File: src/sv/wyh_pkg.sv
// wyhash stream hasher shared types, constants and helpers
`timescale 1ns / 1ps
package wyh_pkg;

  localparam logic [63:0] SECRET0 = 64'ha0761d6478bd642f;
  localparam logic [63:0] SECRET1 = 64'he7037ed1a0b428db;
  localparam logic [63:0] SECRET2 = 64'h8ebc6af09c88c6e3;
  localparam logic [63:0] SECRET3 = 64'h589965cc75374cc3;

  localparam int WIN_DEPTH = 64;
  localparam int WIN_AW = 6;
  localparam int BLOCK_BYTES = 48;

  typedef enum logic [4:0] {
    ST_IDLE,
    ST_INIT_GO,
    ST_INIT_WAIT,
    ST_MIX_LDA,
    ST_MIX_LDB,
    ST_MIX_GO,
    ST_MIX_WAIT,
    ST_FIN_SEL,
    ST_P3_L1,
    ST_P3_L2,
    ST_P3_L3,
    ST_P3_Z,
    ST_S_LA1,
    ST_S_LA2,
    ST_S_LB1,
    ST_S_LB2,
    ST_LOOP_CHK,
    ST_L_LDA,
    ST_L_LDB,
    ST_L_GO,
    ST_L_WAIT,
    ST_T_LA,
    ST_T_LB,
    ST_FIN1_GO,
    ST_FIN1_WAIT,
    ST_FIN2_GO,
    ST_FIN2_WAIT,
    ST_OUT_LD
  } wyh_state_t;

  typedef enum logic [2:0] {
    AB_ZERO,
    AB_MIX,
    AB_LEN,
    AB_HALF,
    AB_Q,
    AB_LENQ,
    AB_OFF
  } wyh_abase_t;

  typedef enum logic [1:0] {
    AS_SEED,
    AS_SEC,
    AS_S1,
    AS_PLAIN
  } wyh_asel_t;

  typedef enum logic [1:0] {
    BS_S1,
    BS_LANE,
    BS_ST,
    BS_PLAIN
  } wyh_bsel_t;

  typedef enum logic [2:0] {
    CAP_NONE,
    CAP_INIT,
    CAP_LANE,
    CAP_ST,
    CAP_FIN1,
    CAP_FIN2
  } wyh_cap_t;

  typedef enum logic {
    LD_A,
    LD_B
  } wyh_dst_t;

  typedef struct packed {
    logic       take;
    logic       rd;
    wyh_dst_t   ld_dst;
    logic       ld_zero;
    wyh_abase_t abase;
    logic [5:0] off6;
    logic [2:0] idx;
    logic [1:0] lane;
    logic       clr_ab;
    logic       st_load;
    logic       mul_go;
    wyh_asel_t  asel;
    wyh_bsel_t  bsel;
    wyh_cap_t   cap;
    logic       out_load;
  } wyh_cmd_t;

  typedef struct packed {
    logic cnt_zero;
    logic mix_need;
    logic len_zero;
    logic len_lt4;
    logic len_le16;
    logic loop_more;
    logic mul_done;
  } wyh_stat_t;

  function automatic logic [63:0] lane_secret(input logic [1:0] k);
    logic [63:0] s;
    case (k)
      2'd0: s = SECRET1;
      2'd1: s = SECRET2;
      default: s = SECRET3;
    endcase
    return s;
  endfunction

endpackage

File: src/sv/wyh_ctrl.sv
// hasher controller: message sequencing, window loads, multiply steps, output slot
`timescale 1ns / 1ps
module wyh_ctrl (
  input  logic               clk,
  input  logic               rst,
  input  logic               in_valid,
  input  logic               last,
  input  logic               empty_req,
  input  logic               out_stall,
  input  wyh_pkg::wyh_stat_t stat,
  output logic               in_stall,
  output logic               out_valid,
  output wyh_pkg::wyh_cmd_t  cmd
);

  wyh_pkg::wyh_state_t state;
  wyh_pkg::wyh_state_t state_next;
  logic [3:0] idx;
  logic [3:0] ld_n;
  logic [1:0] k;
  logic       last_pend;
  logic       take;
  logic       do_init;
  logic       slot_free;

  assign in_stall = (state != wyh_pkg::ST_IDLE);
  assign take = in_valid && !in_stall;
  assign do_init = stat.cnt_zero && (!empty_req || last);
  assign slot_free = !out_valid || !out_stall;

  always_comb begin
    unique case (state)
      wyh_pkg::ST_MIX_LDA, wyh_pkg::ST_MIX_LDB, wyh_pkg::ST_L_LDA, wyh_pkg::ST_L_LDB,
      wyh_pkg::ST_T_LA, wyh_pkg::ST_T_LB: ld_n = 4'd8;
      wyh_pkg::ST_P3_L1, wyh_pkg::ST_P3_L2, wyh_pkg::ST_P3_L3: ld_n = 4'd1;
      wyh_pkg::ST_P3_Z: ld_n = 4'd5;
      wyh_pkg::ST_S_LA1, wyh_pkg::ST_S_LA2, wyh_pkg::ST_S_LB1, wyh_pkg::ST_S_LB2: ld_n = 4'd4;
      default: ld_n = 4'd0;
    endcase
  end

  always_ff @(posedge clk) begin
    if (rst) begin
      state     <= wyh_pkg::ST_IDLE;
      idx       <= '0;
      k         <= '0;
      last_pend <= 1'b0;
      out_valid <= 1'b0;
    end else begin
      state <= state_next;
      if (ld_n != 4'd0) begin
        idx <= (idx == ld_n) ? 4'd0 : idx + 4'd1;
      end else begin
        idx <= '0;
      end
      if (take) begin
        k         <= '0;
        last_pend <= last;
      end else if ((state == wyh_pkg::ST_MIX_WAIT) && stat.mul_done && (k != 2'd2)) begin
        k <= k + 2'd1;
      end
      if ((state == wyh_pkg::ST_OUT_LD) && slot_free) begin
        out_valid <= 1'b1;
      end else if (!out_stall) begin
        out_valid <= 1'b0;
      end
    end
  end

  always_comb begin
    state_next = state;
    unique case (state)
      wyh_pkg::ST_IDLE: begin
        if (take) begin
          if (do_init) begin
            state_next = wyh_pkg::ST_INIT_GO;
          end else if (stat.mix_need) begin
            state_next = wyh_pkg::ST_MIX_LDA;
          end else if (last) begin
            state_next = wyh_pkg::ST_FIN_SEL;
          end
        end
      end
      wyh_pkg::ST_INIT_GO: state_next = wyh_pkg::ST_INIT_WAIT;
      wyh_pkg::ST_INIT_WAIT: begin
        if (stat.mul_done) begin
          state_next = last_pend ? wyh_pkg::ST_FIN_SEL : wyh_pkg::ST_IDLE;
        end
      end
      wyh_pkg::ST_MIX_LDA: if (idx == ld_n) state_next = wyh_pkg::ST_MIX_LDB;
      wyh_pkg::ST_MIX_LDB: if (idx == ld_n) state_next = wyh_pkg::ST_MIX_GO;
      wyh_pkg::ST_MIX_GO: state_next = wyh_pkg::ST_MIX_WAIT;
      wyh_pkg::ST_MIX_WAIT: begin
        if (stat.mul_done) begin
          if (k != 2'd2) begin
            state_next = wyh_pkg::ST_MIX_LDA;
          end else begin
            state_next = last_pend ? wyh_pkg::ST_FIN_SEL : wyh_pkg::ST_IDLE;
          end
        end
      end
      wyh_pkg::ST_FIN_SEL: begin
        if (stat.len_zero) begin
          state_next = wyh_pkg::ST_FIN1_GO;
        end else if (stat.len_lt4) begin
          state_next = wyh_pkg::ST_P3_L1;
        end else if (stat.len_le16) begin
          state_next = wyh_pkg::ST_S_LA1;
        end else begin
          state_next = wyh_pkg::ST_LOOP_CHK;
        end
      end
      wyh_pkg::ST_P3_L1: if (idx == ld_n) state_next = wyh_pkg::ST_P3_L2;
      wyh_pkg::ST_P3_L2: if (idx == ld_n) state_next = wyh_pkg::ST_P3_L3;
      wyh_pkg::ST_P3_L3: if (idx == ld_n) state_next = wyh_pkg::ST_P3_Z;
      wyh_pkg::ST_P3_Z:  if (idx == ld_n) state_next = wyh_pkg::ST_FIN1_GO;
      wyh_pkg::ST_S_LA1: if (idx == ld_n) state_next = wyh_pkg::ST_S_LA2;
      wyh_pkg::ST_S_LA2: if (idx == ld_n) state_next = wyh_pkg::ST_S_LB1;
      wyh_pkg::ST_S_LB1: if (idx == ld_n) state_next = wyh_pkg::ST_S_LB2;
      wyh_pkg::ST_S_LB2: if (idx == ld_n) state_next = wyh_pkg::ST_FIN1_GO;
      wyh_pkg::ST_LOOP_CHK: begin
        state_next = stat.loop_more ? wyh_pkg::ST_L_LDA : wyh_pkg::ST_T_LA;
      end
      wyh_pkg::ST_L_LDA: if (idx == ld_n) state_next = wyh_pkg::ST_L_LDB;
      wyh_pkg::ST_L_LDB: if (idx == ld_n) state_next = wyh_pkg::ST_L_GO;
      wyh_pkg::ST_L_GO: state_next = wyh_pkg::ST_L_WAIT;
      wyh_pkg::ST_L_WAIT: if (stat.mul_done) state_next = wyh_pkg::ST_LOOP_CHK;
      wyh_pkg::ST_T_LA: if (idx == ld_n) state_next = wyh_pkg::ST_T_LB;
      wyh_pkg::ST_T_LB: if (idx == ld_n) state_next = wyh_pkg::ST_FIN1_GO;
      wyh_pkg::ST_FIN1_GO: state_next = wyh_pkg::ST_FIN1_WAIT;
      wyh_pkg::ST_FIN1_WAIT: if (stat.mul_done) state_next = wyh_pkg::ST_FIN2_GO;
      wyh_pkg::ST_FIN2_GO: state_next = wyh_pkg::ST_FIN2_WAIT;
      wyh_pkg::ST_FIN2_WAIT: if (stat.mul_done) state_next = wyh_pkg::ST_OUT_LD;
      wyh_pkg::ST_OUT_LD: if (slot_free) state_next = wyh_pkg::ST_IDLE;
      default: state_next = wyh_pkg::ST_IDLE;
    endcase
  end

  always_comb begin
    cmd          = '0;
    cmd.take     = take;
    cmd.ld_dst   = wyh_pkg::LD_A;
    cmd.abase    = wyh_pkg::AB_ZERO;
    cmd.asel     = wyh_pkg::AS_PLAIN;
    cmd.bsel     = wyh_pkg::BS_PLAIN;
    cmd.cap      = wyh_pkg::CAP_NONE;
    cmd.lane     = k;
    cmd.idx      = idx[2:0];
    cmd.rd       = (ld_n != 4'd0) && (idx < ld_n);
    unique case (state)
      wyh_pkg::ST_IDLE: ;
      wyh_pkg::ST_INIT_GO: begin
        cmd.mul_go = 1'b1;
        cmd.asel   = wyh_pkg::AS_SEED;
        cmd.bsel   = wyh_pkg::BS_S1;
      end
      wyh_pkg::ST_INIT_WAIT: if (stat.mul_done) cmd.cap = wyh_pkg::CAP_INIT;
      wyh_pkg::ST_MIX_LDA: begin
        cmd.abase = wyh_pkg::AB_MIX;
        cmd.off6  = {k, 4'b0000};
      end
      wyh_pkg::ST_MIX_LDB: begin
        cmd.ld_dst = wyh_pkg::LD_B;
        cmd.abase  = wyh_pkg::AB_MIX;
        cmd.off6   = {k, 4'b1000};
      end
      wyh_pkg::ST_MIX_GO: begin
        cmd.mul_go = 1'b1;
        cmd.asel   = wyh_pkg::AS_SEC;
        cmd.bsel   = wyh_pkg::BS_LANE;
      end
      wyh_pkg::ST_MIX_WAIT: if (stat.mul_done) cmd.cap = wyh_pkg::CAP_LANE;
      wyh_pkg::ST_FIN_SEL: begin
        cmd.st_load = 1'b1;
        cmd.clr_ab  = 1'b1;
      end
      wyh_pkg::ST_P3_L1: begin
        cmd.abase = wyh_pkg::AB_LEN;
        cmd.off6  = 6'd63;
      end
      wyh_pkg::ST_P3_L2: cmd.abase = wyh_pkg::AB_HALF;
      wyh_pkg::ST_P3_L3: cmd.abase = wyh_pkg::AB_ZERO;
      wyh_pkg::ST_P3_Z: cmd.ld_zero = 1'b1;
      wyh_pkg::ST_S_LA1: cmd.abase = wyh_pkg::AB_Q;
      wyh_pkg::ST_S_LA2: cmd.abase = wyh_pkg::AB_ZERO;
      wyh_pkg::ST_S_LB1: begin
        cmd.ld_dst = wyh_pkg::LD_B;
        cmd.abase  = wyh_pkg::AB_LENQ;
        cmd.off6   = 6'd60;
      end
      wyh_pkg::ST_S_LB2: begin
        cmd.ld_dst = wyh_pkg::LD_B;
        cmd.abase  = wyh_pkg::AB_LEN;
        cmd.off6   = 6'd60;
      end
      wyh_pkg::ST_LOOP_CHK: ;
      wyh_pkg::ST_L_LDA: cmd.abase = wyh_pkg::AB_OFF;
      wyh_pkg::ST_L_LDB: begin
        cmd.ld_dst = wyh_pkg::LD_B;
        cmd.abase  = wyh_pkg::AB_OFF;
        cmd.off6   = 6'd8;
      end
      wyh_pkg::ST_L_GO: begin
        cmd.mul_go = 1'b1;
        cmd.asel   = wyh_pkg::AS_S1;
        cmd.bsel   = wyh_pkg::BS_ST;
      end
      wyh_pkg::ST_L_WAIT: if (stat.mul_done) cmd.cap = wyh_pkg::CAP_ST;
      wyh_pkg::ST_T_LA: begin
        cmd.abase = wyh_pkg::AB_LEN;
        cmd.off6  = 6'd48;
      end
      wyh_pkg::ST_T_LB: begin
        cmd.ld_dst = wyh_pkg::LD_B;
        cmd.abase  = wyh_pkg::AB_LEN;
        cmd.off6   = 6'd56;
      end
      wyh_pkg::ST_FIN1_GO: begin
        cmd.mul_go = 1'b1;
        cmd.asel   = wyh_pkg::AS_S1;
        cmd.bsel   = wyh_pkg::BS_ST;
      end
      wyh_pkg::ST_FIN1_WAIT: if (stat.mul_done) cmd.cap = wyh_pkg::CAP_FIN1;
      wyh_pkg::ST_FIN2_GO: cmd.mul_go = 1'b1;
      wyh_pkg::ST_FIN2_WAIT: if (stat.mul_done) cmd.cap = wyh_pkg::CAP_FIN2;
      wyh_pkg::ST_OUT_LD: cmd.out_load = slot_free;
      default: ;
    endcase
  end

endmodule

File: config.mk
export PLATFORM = sky130hd
export DESIGN_NAME = wyh_ctrl
export DESIGN_NICKNAME = d
export VERILOG_FILES = /design/src/sv/wyh_pkg.sv /design/src/sv/wyh_ctrl.sv
export SDC_FILE = /design/constraint.sdc
export NUM_CORES = 1
export LEC_CHECK = 0
export ABC_AREA = 1
export BUFFER_PORTS_ARGS = -buffer_cell sky130_fd_sc_hd__buf_2
export CAP_MARGIN = 20
export CORE_ASPECT_RATIO = 0.7
export CORE_MARGIN = 3
export CORE_UTILIZATION = 40
export DETAILED_ROUTE_END_ITERATION = 12
export SKIP_LAST_GASP = 1
export SLEW_MARGIN = 20
export SYNTH_ARGS = -nofsm -noshare
export SYNTH_HDL_FRONTEND = slang
export SYNTH_SLANG_ARGS = --single-unit
File: constraint.sdc
create_clock -name clk -period 2.74 [get_ports clk]
set_input_delay 0.274 -clock clk [delete_from_list [all_inputs] [get_ports clk]]
set_output_delay 0.274 -clock clk [all_outputs]
set_load 0.01 [all_outputs]
==> After elaboration in Yosys (flattened, before gate mapping) <==
Memory sizes are Yosys's and may differ from the RTL's. A register that Yosys moved wholly into a read port is not among the register bits.
Cells that the tools add are included.
{ "classes": {"reduce_logical": 26, "mul": 0, "n_div": 0, "n_addsub": 2, "shift": 0, "eq_ne": 50, "mux": 47, "bitwise": 1, "n_lt_le_gt_ge": 1} }
{ "ops": {"columns": ["operator", "count"], "rows": [
  ["2-to-1 mux 5 bit", 27],
  ["case mux 5 bit (26 select lines)", 1],
  ["== test 5 bit, second input constant", 12],
  ["case mux 6 bit (7 select lines)", 1],
  ["== test 5 x 4 -> 1 bit, second input constant", 8],
  ["!= test 2 bit, second input constant", 19],
  ["== test 5 x 3 -> 1 bit, second input constant", 4],
  ["AND reduction 20 bit", 1],
  ["case mux 3 bit (6 select lines)", 1],
  ["2-to-1 mux 3 bit", 5],
  ["case mux 3 bit (5 select lines)", 1],
  ["case mux 4 bit (3 select lines)", 1],
  ["== test 5 x 2 -> 1 bit, second input constant", 2],
  ["OR reduction 2 bit", 5],
  ["OR reduction 5 bit", 2],
  ["2-to-1 mux 1 bit", 7],
  ["logical AND 1 bit", 6],
  ["2-to-1 mux 2 bit", 3],
  ["OR reduction 3 bit", 2],
  ["== test 5 x 1 -> 1 bit, second input constant", 1],
  ["logical NOT 5 bit", 1],
  ["nonzero test 5 bit", 1],
  ["adder 4 x 1 -> 4 bit, second input constant", 1],
  ["== test 4 bit", 1],
  ["9 further kinds", 14]
]} }
{ "totals": {"out_inout_bits": 31, "word_cells": 133, "mem_count": 1, "latch_bits": 0, "ff_bits": 13, "ram_bits": 0, "rom_bits": 96, "in_bits": 13} }
{ "memory_table": {"columns": ["memory", "depth", "word_bits", "read_ports", "rd_clocked_by_memory_dff", "wr", "line", "rtl"], "rows": [
  ["(no name shown)", 32, 3, 1, 1, 0, "wyh_ctrl.sv:32", "unique case (state)"]
]} }

==> Logic depth before layout (Yosys ltp) <==
Gate-level depths: netlist of run 1.
{ "depth": {"word_depth": 8, "mapped_depth": 19, "ltp_nobuf": 18} }

==> Worst setup path after synthesis of run 1 <==
OpenSTA, ideal clock, no wires.
{ "synth_path": {"kind": "register -> register", "start": "register state[1]", "end": "register ld_n[3] (netlist name)", "required_time_ns": 2.621, "path_stages_with_launch": 15, "n_path_buf": 1, "period_less_slack_ns": 1.925, "arrival_time_ns": 1.806, "path_slack_ns": 0.815, "setup_time_ns": 0.119, "cell_sequence": "dfxtp_1 -> buf_6 -> nor2_1 -> nand2_2 -> a21oi_1 -> nor2_1 -> nand3_1 -> nand2_2 -> nand2_4 -> inv_2 -> nand2_1 -> nand3_1 -> ha_1 -> o21ai_1 -> a21oi_1"} }
{ "synth_between": {"elab_chain_len": 7, "word_cells_on_any_way": 56, "cone_classes": "47 x eq/ne; 3 x mux; 6 x reduce/logical"} }
{ "synth_lines": {"columns": ["element", "line", "rtl"], "rows": [
  ["start: declaration", "wyh_ctrl.sv:16", "wyh_pkg::wyh_state_t state;"],
  ["start signal: assignment", "wyh_ctrl.sv:44", "state <= wyh_pkg::ST_IDLE;"],
  ["start signal: assignment", "wyh_ctrl.sv:50", "state <= state_next;"],
  ["parallel branches: the longest is 5 deep, another holds AND reduction 20 bit", null, null],
  ["2-to-1 mux 5 bit (no source line) * (2 in a row)", null, null]
]} }
Every way passes the cells marked *.
A chain may end at the register's enable or synchronous reset.

==> Worst setup path after layout of run 1 <==
{ "layout_path": {"start": "register state[4]", "end": "register ld_n[3] (netlist name)"} }
{ "layout_between": {"elab_chain_len": 7, "word_cells_on_any_way": 56, "cone_classes": "47 x eq/ne; 3 x mux; 6 x reduce/logical"} }
{ "layout_lines": {"columns": ["element"], "rows": [
  ["parallel branches: the longest is 5 deep, another holds AND reduction 20 bit"],
  ["2-to-1 mux 5 bit (no source line) * (2 in a row)"]
]} }
Marks and branches as above.

==> results of run 1 <==
## routing by layer
metal / GRT usage [%] / vias to the layer above
met1: 28.4 / 748
li1: - / 888
met2: 24.1 / 95
met3: 6.94 / 2
met4: 2.45 / 0
met5: 0 / -
## registers in the layout (all words and copies together) (netlist names)
| signal | cells |
|---|---|
| last_pend | 1 |
| ld_n | 3 |
| out_valid | 1 |
| state | 5 |
| idx | 4 |
| k | 2 |
## logic make-up after synthesis
| kind of cell | after synthesis | share of synthesized area (%) |
|---|---|---|
| adders and majority gates | 7 | 5.77 |
| xor gates and xnor gates | 2 | 1.15 |
| DFF | 16 | 21.1 |
| and+or+nand+nor | 150 | 44.2 |
| AOI/OAI and AO/OA | 28 | 10.5 |
| buffers and inverters | 56 | 17.4 |
## worst paths after layout
check / startpoint / to / slack [ns] / cells after the start
min: rst / out_valid / 0.21 / 2
max: state[4] / ld_n[3] / 0.38 / 14
min reg2reg: out_valid / out_valid / 0.48 / 2
max reg2reg: state[4] / ld_n[3] / 0.38 / 14
## power by group
group	switching (mW)	internal, mW
Clock	0.0735	0.127
Combinational	0.505	0.267
Sequential	0.0653	0.271
## what timing repair did
| item | 4_1_cts | 5_1_grt |
|---|---|---|
| gates resized for setup | 0 | 1 |
| buffers inserted | 0 | 0 |
| setup endpoints to repair | 0 | 1 |
## cell usage after synthesis, drive strengths merged
cell | count | area share [%]
nand2 | 66 | 18
nor2 | 46 | 12
inv | 44 | 11
nand3 | 23 | 7.9
dfxtp | 16 | 21
buf | 12 | 6.5
a21oi | 11 | 3.6
o21ai | 11 | 3.9
ha | 7 | 5.8
nand4 | 7 | 2.9
nor3 | 5 | 1.6
nand3b | 2 | 0.99
o21a | 2 | 0.99
a2111oi | 1 | 0.58
a211oi | 1 | 0.49
a31oi | 1 | 0.41
nor4 | 1 | 0.41
o21bai | 1 | 0.49
xnor2 | 1 | 0.58
xor2 | 1 | 0.58
## worst register-to-register path, delay by kind of cell (launching register included)
kind / cells / cell delay (ns)
compound gates: 2 / 0.30
fa+ha+maj: 1 / 0.19
buf+inv: 3 / 0.30
flops: 1 / 0.46
simple gates: 8 / 1.01
## cell type report
class                           count  area, um2  area share, %
Clock buffer                        4       55.1           3.11
Inverter                           44        165           9.34
Multi-Input combinational cell    187        935           52.8
Sequential cell                    16        322           18.2
Tap cell                           50       62.6           3.54
Timing Repair Buffer               45        230           13.0
==> out/qor.txt, run 1 <==
status -> finished clean
Distinct cells, synth -> 30
Worst setup SP type -> flop
core area -> 3580 um2
YS warnings -> 0
period utilisation layout -> 86.2%
drt pass-1 iters -> 5
peak supply drop -> 0.000343 V
Finished Layout Cells -> 346
Clock Latency Late Sink -> 0.24 ns
fmax -> 0.424 GHz
placed insts -> 342
CP delay by family, top -> simple AND/OR/NAND/NOR gates
final worst setup slack -> 0.379 ns
Critical Path AT -> 2.49 ns
# port buffers -> 43
hold crit path type -> in2reg
CP required -> 2.87 ns
gr usage total -> 18.3%
RSZ-0062 raised after global routing -> no
Pins Over Slew Limit -> 0
DR WL met3 -> 485 um
Slew @ Worst Pin -> 0.404 ns
Rows -> 18
Setup violations, final -> 0
Placer Congestion -> 1.08
MaxCap Viol Count -> 0
via count -> 1,733
most frequent cells in the layout -> 58 x nand2_1, 44 x nor2_1, 43 x buf_2, 39 x inv_1, 22 x nand3_1
Fin. Hold Viols -> 0
slowest stage delay, CP -> 0.46 ns
Die X -> 79.7 um
# H-tree levels -> 1
Antenna Cells -> 0
Util after Layout -> 49.4%
pre-CTS setup slack -> 0.261 ns
Worst Skew -> 0.000907 ns
Metal-1 WL -> 2.03 mm
synthesis-to-layout area growth -> 16.5%
Reg clk slew, reported paths -> 0.06 ns
DPL Wire Length -> 3.51 mm
CTS tree -> done
CTS root buffer -> clkbuf_8
Max clock buf depth -> 2
flops & latches, synth -> 16
post-synthesis sequential area ratio -> 21.1%
peak fanout along the critical path -> 14
Fill cells -> 382
met2 wire length -> 1.62 mm
Antenna Nets Post-Route -> 0
NumNets Final -> 317
GRT overflow -> 0
Syn Area/Cell -> 5.86 um2
CP max-delay cell -> dfxtp_2
largest net degree at the start of global routing -> 15
Slew headroom -> 72.8%
mapped cell area -> 1520 um2
first-pass GRT wire length -> 6.55 mm
number of DRC markers in iteration 0 -> 156
commonest non-fill, non-tap cell in the layout -> nand2_1
Finished Cell Area -> 1770 um2
Vias/cell -> 5.01
CTS Buf Count -> 3
Worst Setup End Kind -> flop
I/O pin count -> 44
kind of critical path -> reg2reg
Pwr Density -> 740 nW/um2
setup total negative slack -> 0 ns
number of global-route vias before repair -> 1,421
Post-DP Area -> 1710 um2
min Tclk post-route -> 2.36 ns
routed wire length -> 4.15 mm
total die area -> 4580 um2
Residual DRC -> 0
initial antenna violation count -> 0
initial core utilization -> 42.4%
crit-path cells -> inv_1, nand3_1, nor2_1, a21oi_1, nand3_1, nor4_1, nand2_1, nand3_1, inv_1, ha_1, inv_1, nand2_1, nand2_1, a21oi_1
layout cell share with drive strength beyond 1 -> 22.6%
clock sink count -> 16
WP buf/inv -> 3
top layer in use -> met4
die height -> 57.6 um
hold_buf cts -> 0
Syn Inst Count -> 259
Post-Syn Nets -> 279
Total Power -> 1.31 mW
wire per inst -> 12.0 um
WHS -> 0.213 ns
Static Leak -> 1.05 nW
(Power assumes the default switching activity.)
==> run 2: changes to the inputs <==
==> constraint.sdc (replaced) <==
create_clock -name clk -period 2.2 [get_ports clk]
set_input_delay 0.22 -clock clk [delete_from_list [all_inputs] [get_ports clk]]
set_output_delay 0.22 -clock clk [all_outputs]
set_load 0.01 [all_outputs]
==> run 2 against run 1 <==
Sequential share of layout area is 3.0 points lower. Wire length is 19% higher. Clock skew is 0.0024 ns higher. Setup slack worse by 0.24 ns. Die area stayed put. Critical endpoint unchanged. Flip-flop and latch count stayed put. Core utilization is 12 points higher. Global-route usage is 2.4 points higher. Non-clock buffer count is 45 higher. Largest power group unchanged. Via count is 7.9% higher. Combinational power is 75% higher.
==> out/qor.txt, run 2 (synthesis gave the netlist of run 1 again) <==
MaxCap Viol Count -> 0 (unchanged)
Rows -> 18 (unchanged)
CP required -> 2.33 ns (-0.54 ns)
wire per inst -> 12.6 um (+5.3%)
Slew headroom -> 73.4% (+0.58 points)
WHS -> 0.148 ns (-0.0647 ns)
NumNets Final -> 362 (+14%)
first-pass GRT wire length -> 7.40 mm (+13%)
gr usage total -> 20.8% (+2.4 points)
CTS tree -> done
Setup violations, final -> 0 (unchanged)
Pins Over Slew Limit -> 0 (unchanged)
Residual DRC -> 0 (unchanged)
peak supply drop -> 0.000573 V (+67%)
Clock Latency Late Sink -> 0.25 ns (about the same)
most frequent cells in the layout -> 57 x nand2_1, 47 x buf_4, 43 x buf_2, 37 x inv_1, 34 x nor2_1
via count -> 1,870 (+7.9%)
Antenna Nets Post-Route -> 0 (unchanged)
peak fanout along the critical path -> 6 (-8)
Die X -> 79.7 um (unchanged)
Pwr Density -> 892 nW/um2 (+21%)
min Tclk post-route -> 2.06 ns (-0.300 ns)
Vias/cell -> 4.79 (-4.3%)
layout cell share with drive strength beyond 1 -> 40.0% (+17 points)
pre-CTS setup slack -> -0.0882 ns (-0.349 ns)
initial core utilization -> 42.4% (unchanged)
CTS root buffer -> clkbuf_8
DPL Wire Length -> 4.04 mm (+15%)
number of DRC markers in iteration 0 -> 131 (-16%)
commonest non-fill, non-tap cell in the layout -> nand2_1
largest net degree at the start of global routing -> 9 (-6)
crit-path cells -> buf_4, nor2_4, inv_1, nor2_4, nand3_1, nand3_2, nor2_4, nand2_4, inv_2, nand2_1, nand3_2, ha_1, o21ai_1, a21oi_1
Reg with most FFs -> state
I/O pin count -> 44 (unchanged)
clock sink count -> 16 (unchanged)
die height -> 57.6 um (unchanged)
fmax -> 0.485 GHz (+15%)
Worst Skew -> 0.00333 ns (+0.00243 ns)
CP delay by family, top -> simple AND/OR/NAND/NOR gates
drt pass-1 iters -> 5 (unchanged)
Worst setup SP type -> flop
Worst Setup End Kind -> flop
Fin. Hold Viols -> 0 (unchanged)
GRT overflow -> 0 (unchanged)
Util after Layout -> 61.8% (+12 points)
Antenna Cells -> 0 (unchanged)
CTS Buf Count -> 3 (unchanged)
# port buffers -> 43 (unchanged)
Reg clk slew, reported paths -> 0.06 ns (about the same)
max reg flops -> 5 (unchanged)
Fill cells -> 341 (-11%)
Critical Path AT -> 2.20 ns (-0.29 ns)
cell repeated most along the worst path -> nor2_4
kind of critical path -> reg2reg
CP max-delay cell -> dfxtp_4
period utilisation layout -> 93.7% (+7.5 points)
WP buf/inv -> 3 (unchanged)
total die area -> 4580 um2 (unchanged)
Static Leak -> 1.27 nW (+21%)
final worst setup slack -> 0.138 ns (-0.240 ns)
routed wire length -> 4.92 mm (+19%)
Max clock buf depth -> 2 (unchanged)
Total Power -> 1.97 mW (+51%)
slowest stage delay, CP -> 0.36 ns (-0.10 ns)
core area -> 3580 um2 (unchanged)
status -> finished clean
# H-tree levels -> 1 (unchanged)
initial antenna violation count -> 0 (unchanged)
hold crit path type -> in2reg
number of global-route vias before repair -> 1,547 (+8.9%)
Slew @ Worst Pin -> 0.396 ns (-0.00857 ns)
Placer Congestion -> 0.980 (-8.9%)
synthesis-to-layout area growth -> 45.7%
-- run 2: cell types whose count changed in the layout (fill, tap and decap cells not counted), moves of 2 or more --
cell,previous run,this run
nand3_1,22,19
buf_4,2,47
nor2_4,1,5
nor2_2,1,7
a21oi_2,0,2
dfxtp_4,0,4
ha_1,7,5
dfxtp_1,15,12
a21oi_1,11,9
inv_2,5,7
nand2_4,2,4
inv_1,39,37
nor2_1,44,34
nand3_2,1,4
-- run 2: worst paths after layout --
kind,startpoint,endpoint,slack [ns],cells past startpoint
worst max-delay path,state[3],ld_n[3],0.14,14
worst max register to register,state[3],ld_n[3],0.14,14
worst min register to register,out_valid,out_valid,0.48,2
worst min-delay path,rst,out_valid,0.15,2
-- run 2: cell type report --
| class | count | area [um2] | share of cell area, % |
|---|---|---|---|
| inverters | 44 | 165 | 7.46 |
| flip-flops and latches | 16 | 335 | 15.1 |
| multi-input cells | 187 | 1040 | 47.0 |
| repair buffers | 90 | 568 | 25.7 |
| well taps | 50 | 62.6 | 2.83 |
| clock buffers | 3 | 41.3 | 1.87 |
-- run 2: repair_timing --
| item | 4_1_cts | 5_1_grt |
|---|---|---|
| hold buffers | 0 | 0 |
| cloned | 0 | 0 |
| setup endpoints to repair | 1 | 2 |
| pin swaps | 0 | 6 |
| setup buffers | 0 | 4 |
| resized for setup | 4 | 34 |
-- run 2: power by group --
group          switching, mW  total [mW]  leakage [nW]  internal [mW]
sequential            0.0646       0.409         0.133          0.344
clock                 0.0941       0.215        0.0216          0.121
combinational          0.775        1.35          1.12          0.575
-- run 2: worst register-to-register path, cell delays in order, from the launching register on --
cell	delay, ns
dfxtp_4	0.36
buf_4	0.16
nor2_4	0.13
inv_1	0.09
nor2_4	0.14
nand3_1	0.11
nand3_2	0.11
nor2_4	0.05
nand2_4	0.08
inv_2	0.05
nand2_1	0.07
nand3_2	0.09
ha_1	0.32
o21ai_1	0.13
a21oi_1	0.05
-- run 2: routing by layer --
layer	routed length, um	share of wire [%]	global-route usage [%]
met1	2450	50	33.4
met2	1990	40	27.5
met3	479	9.7	5.52
met4	8	0.16	2.94
met5	0	0	0
-- run 2: metrics by stage --
step	instances	TNS [ns]	instance area [um2]
detailed placement	383	-0.0882	2020
floorplan	259	0	1520
global placement	383	-0.106	2020
CTS	386	0	2070
finish	390	0	2210
global route	390	-0.0188	2210
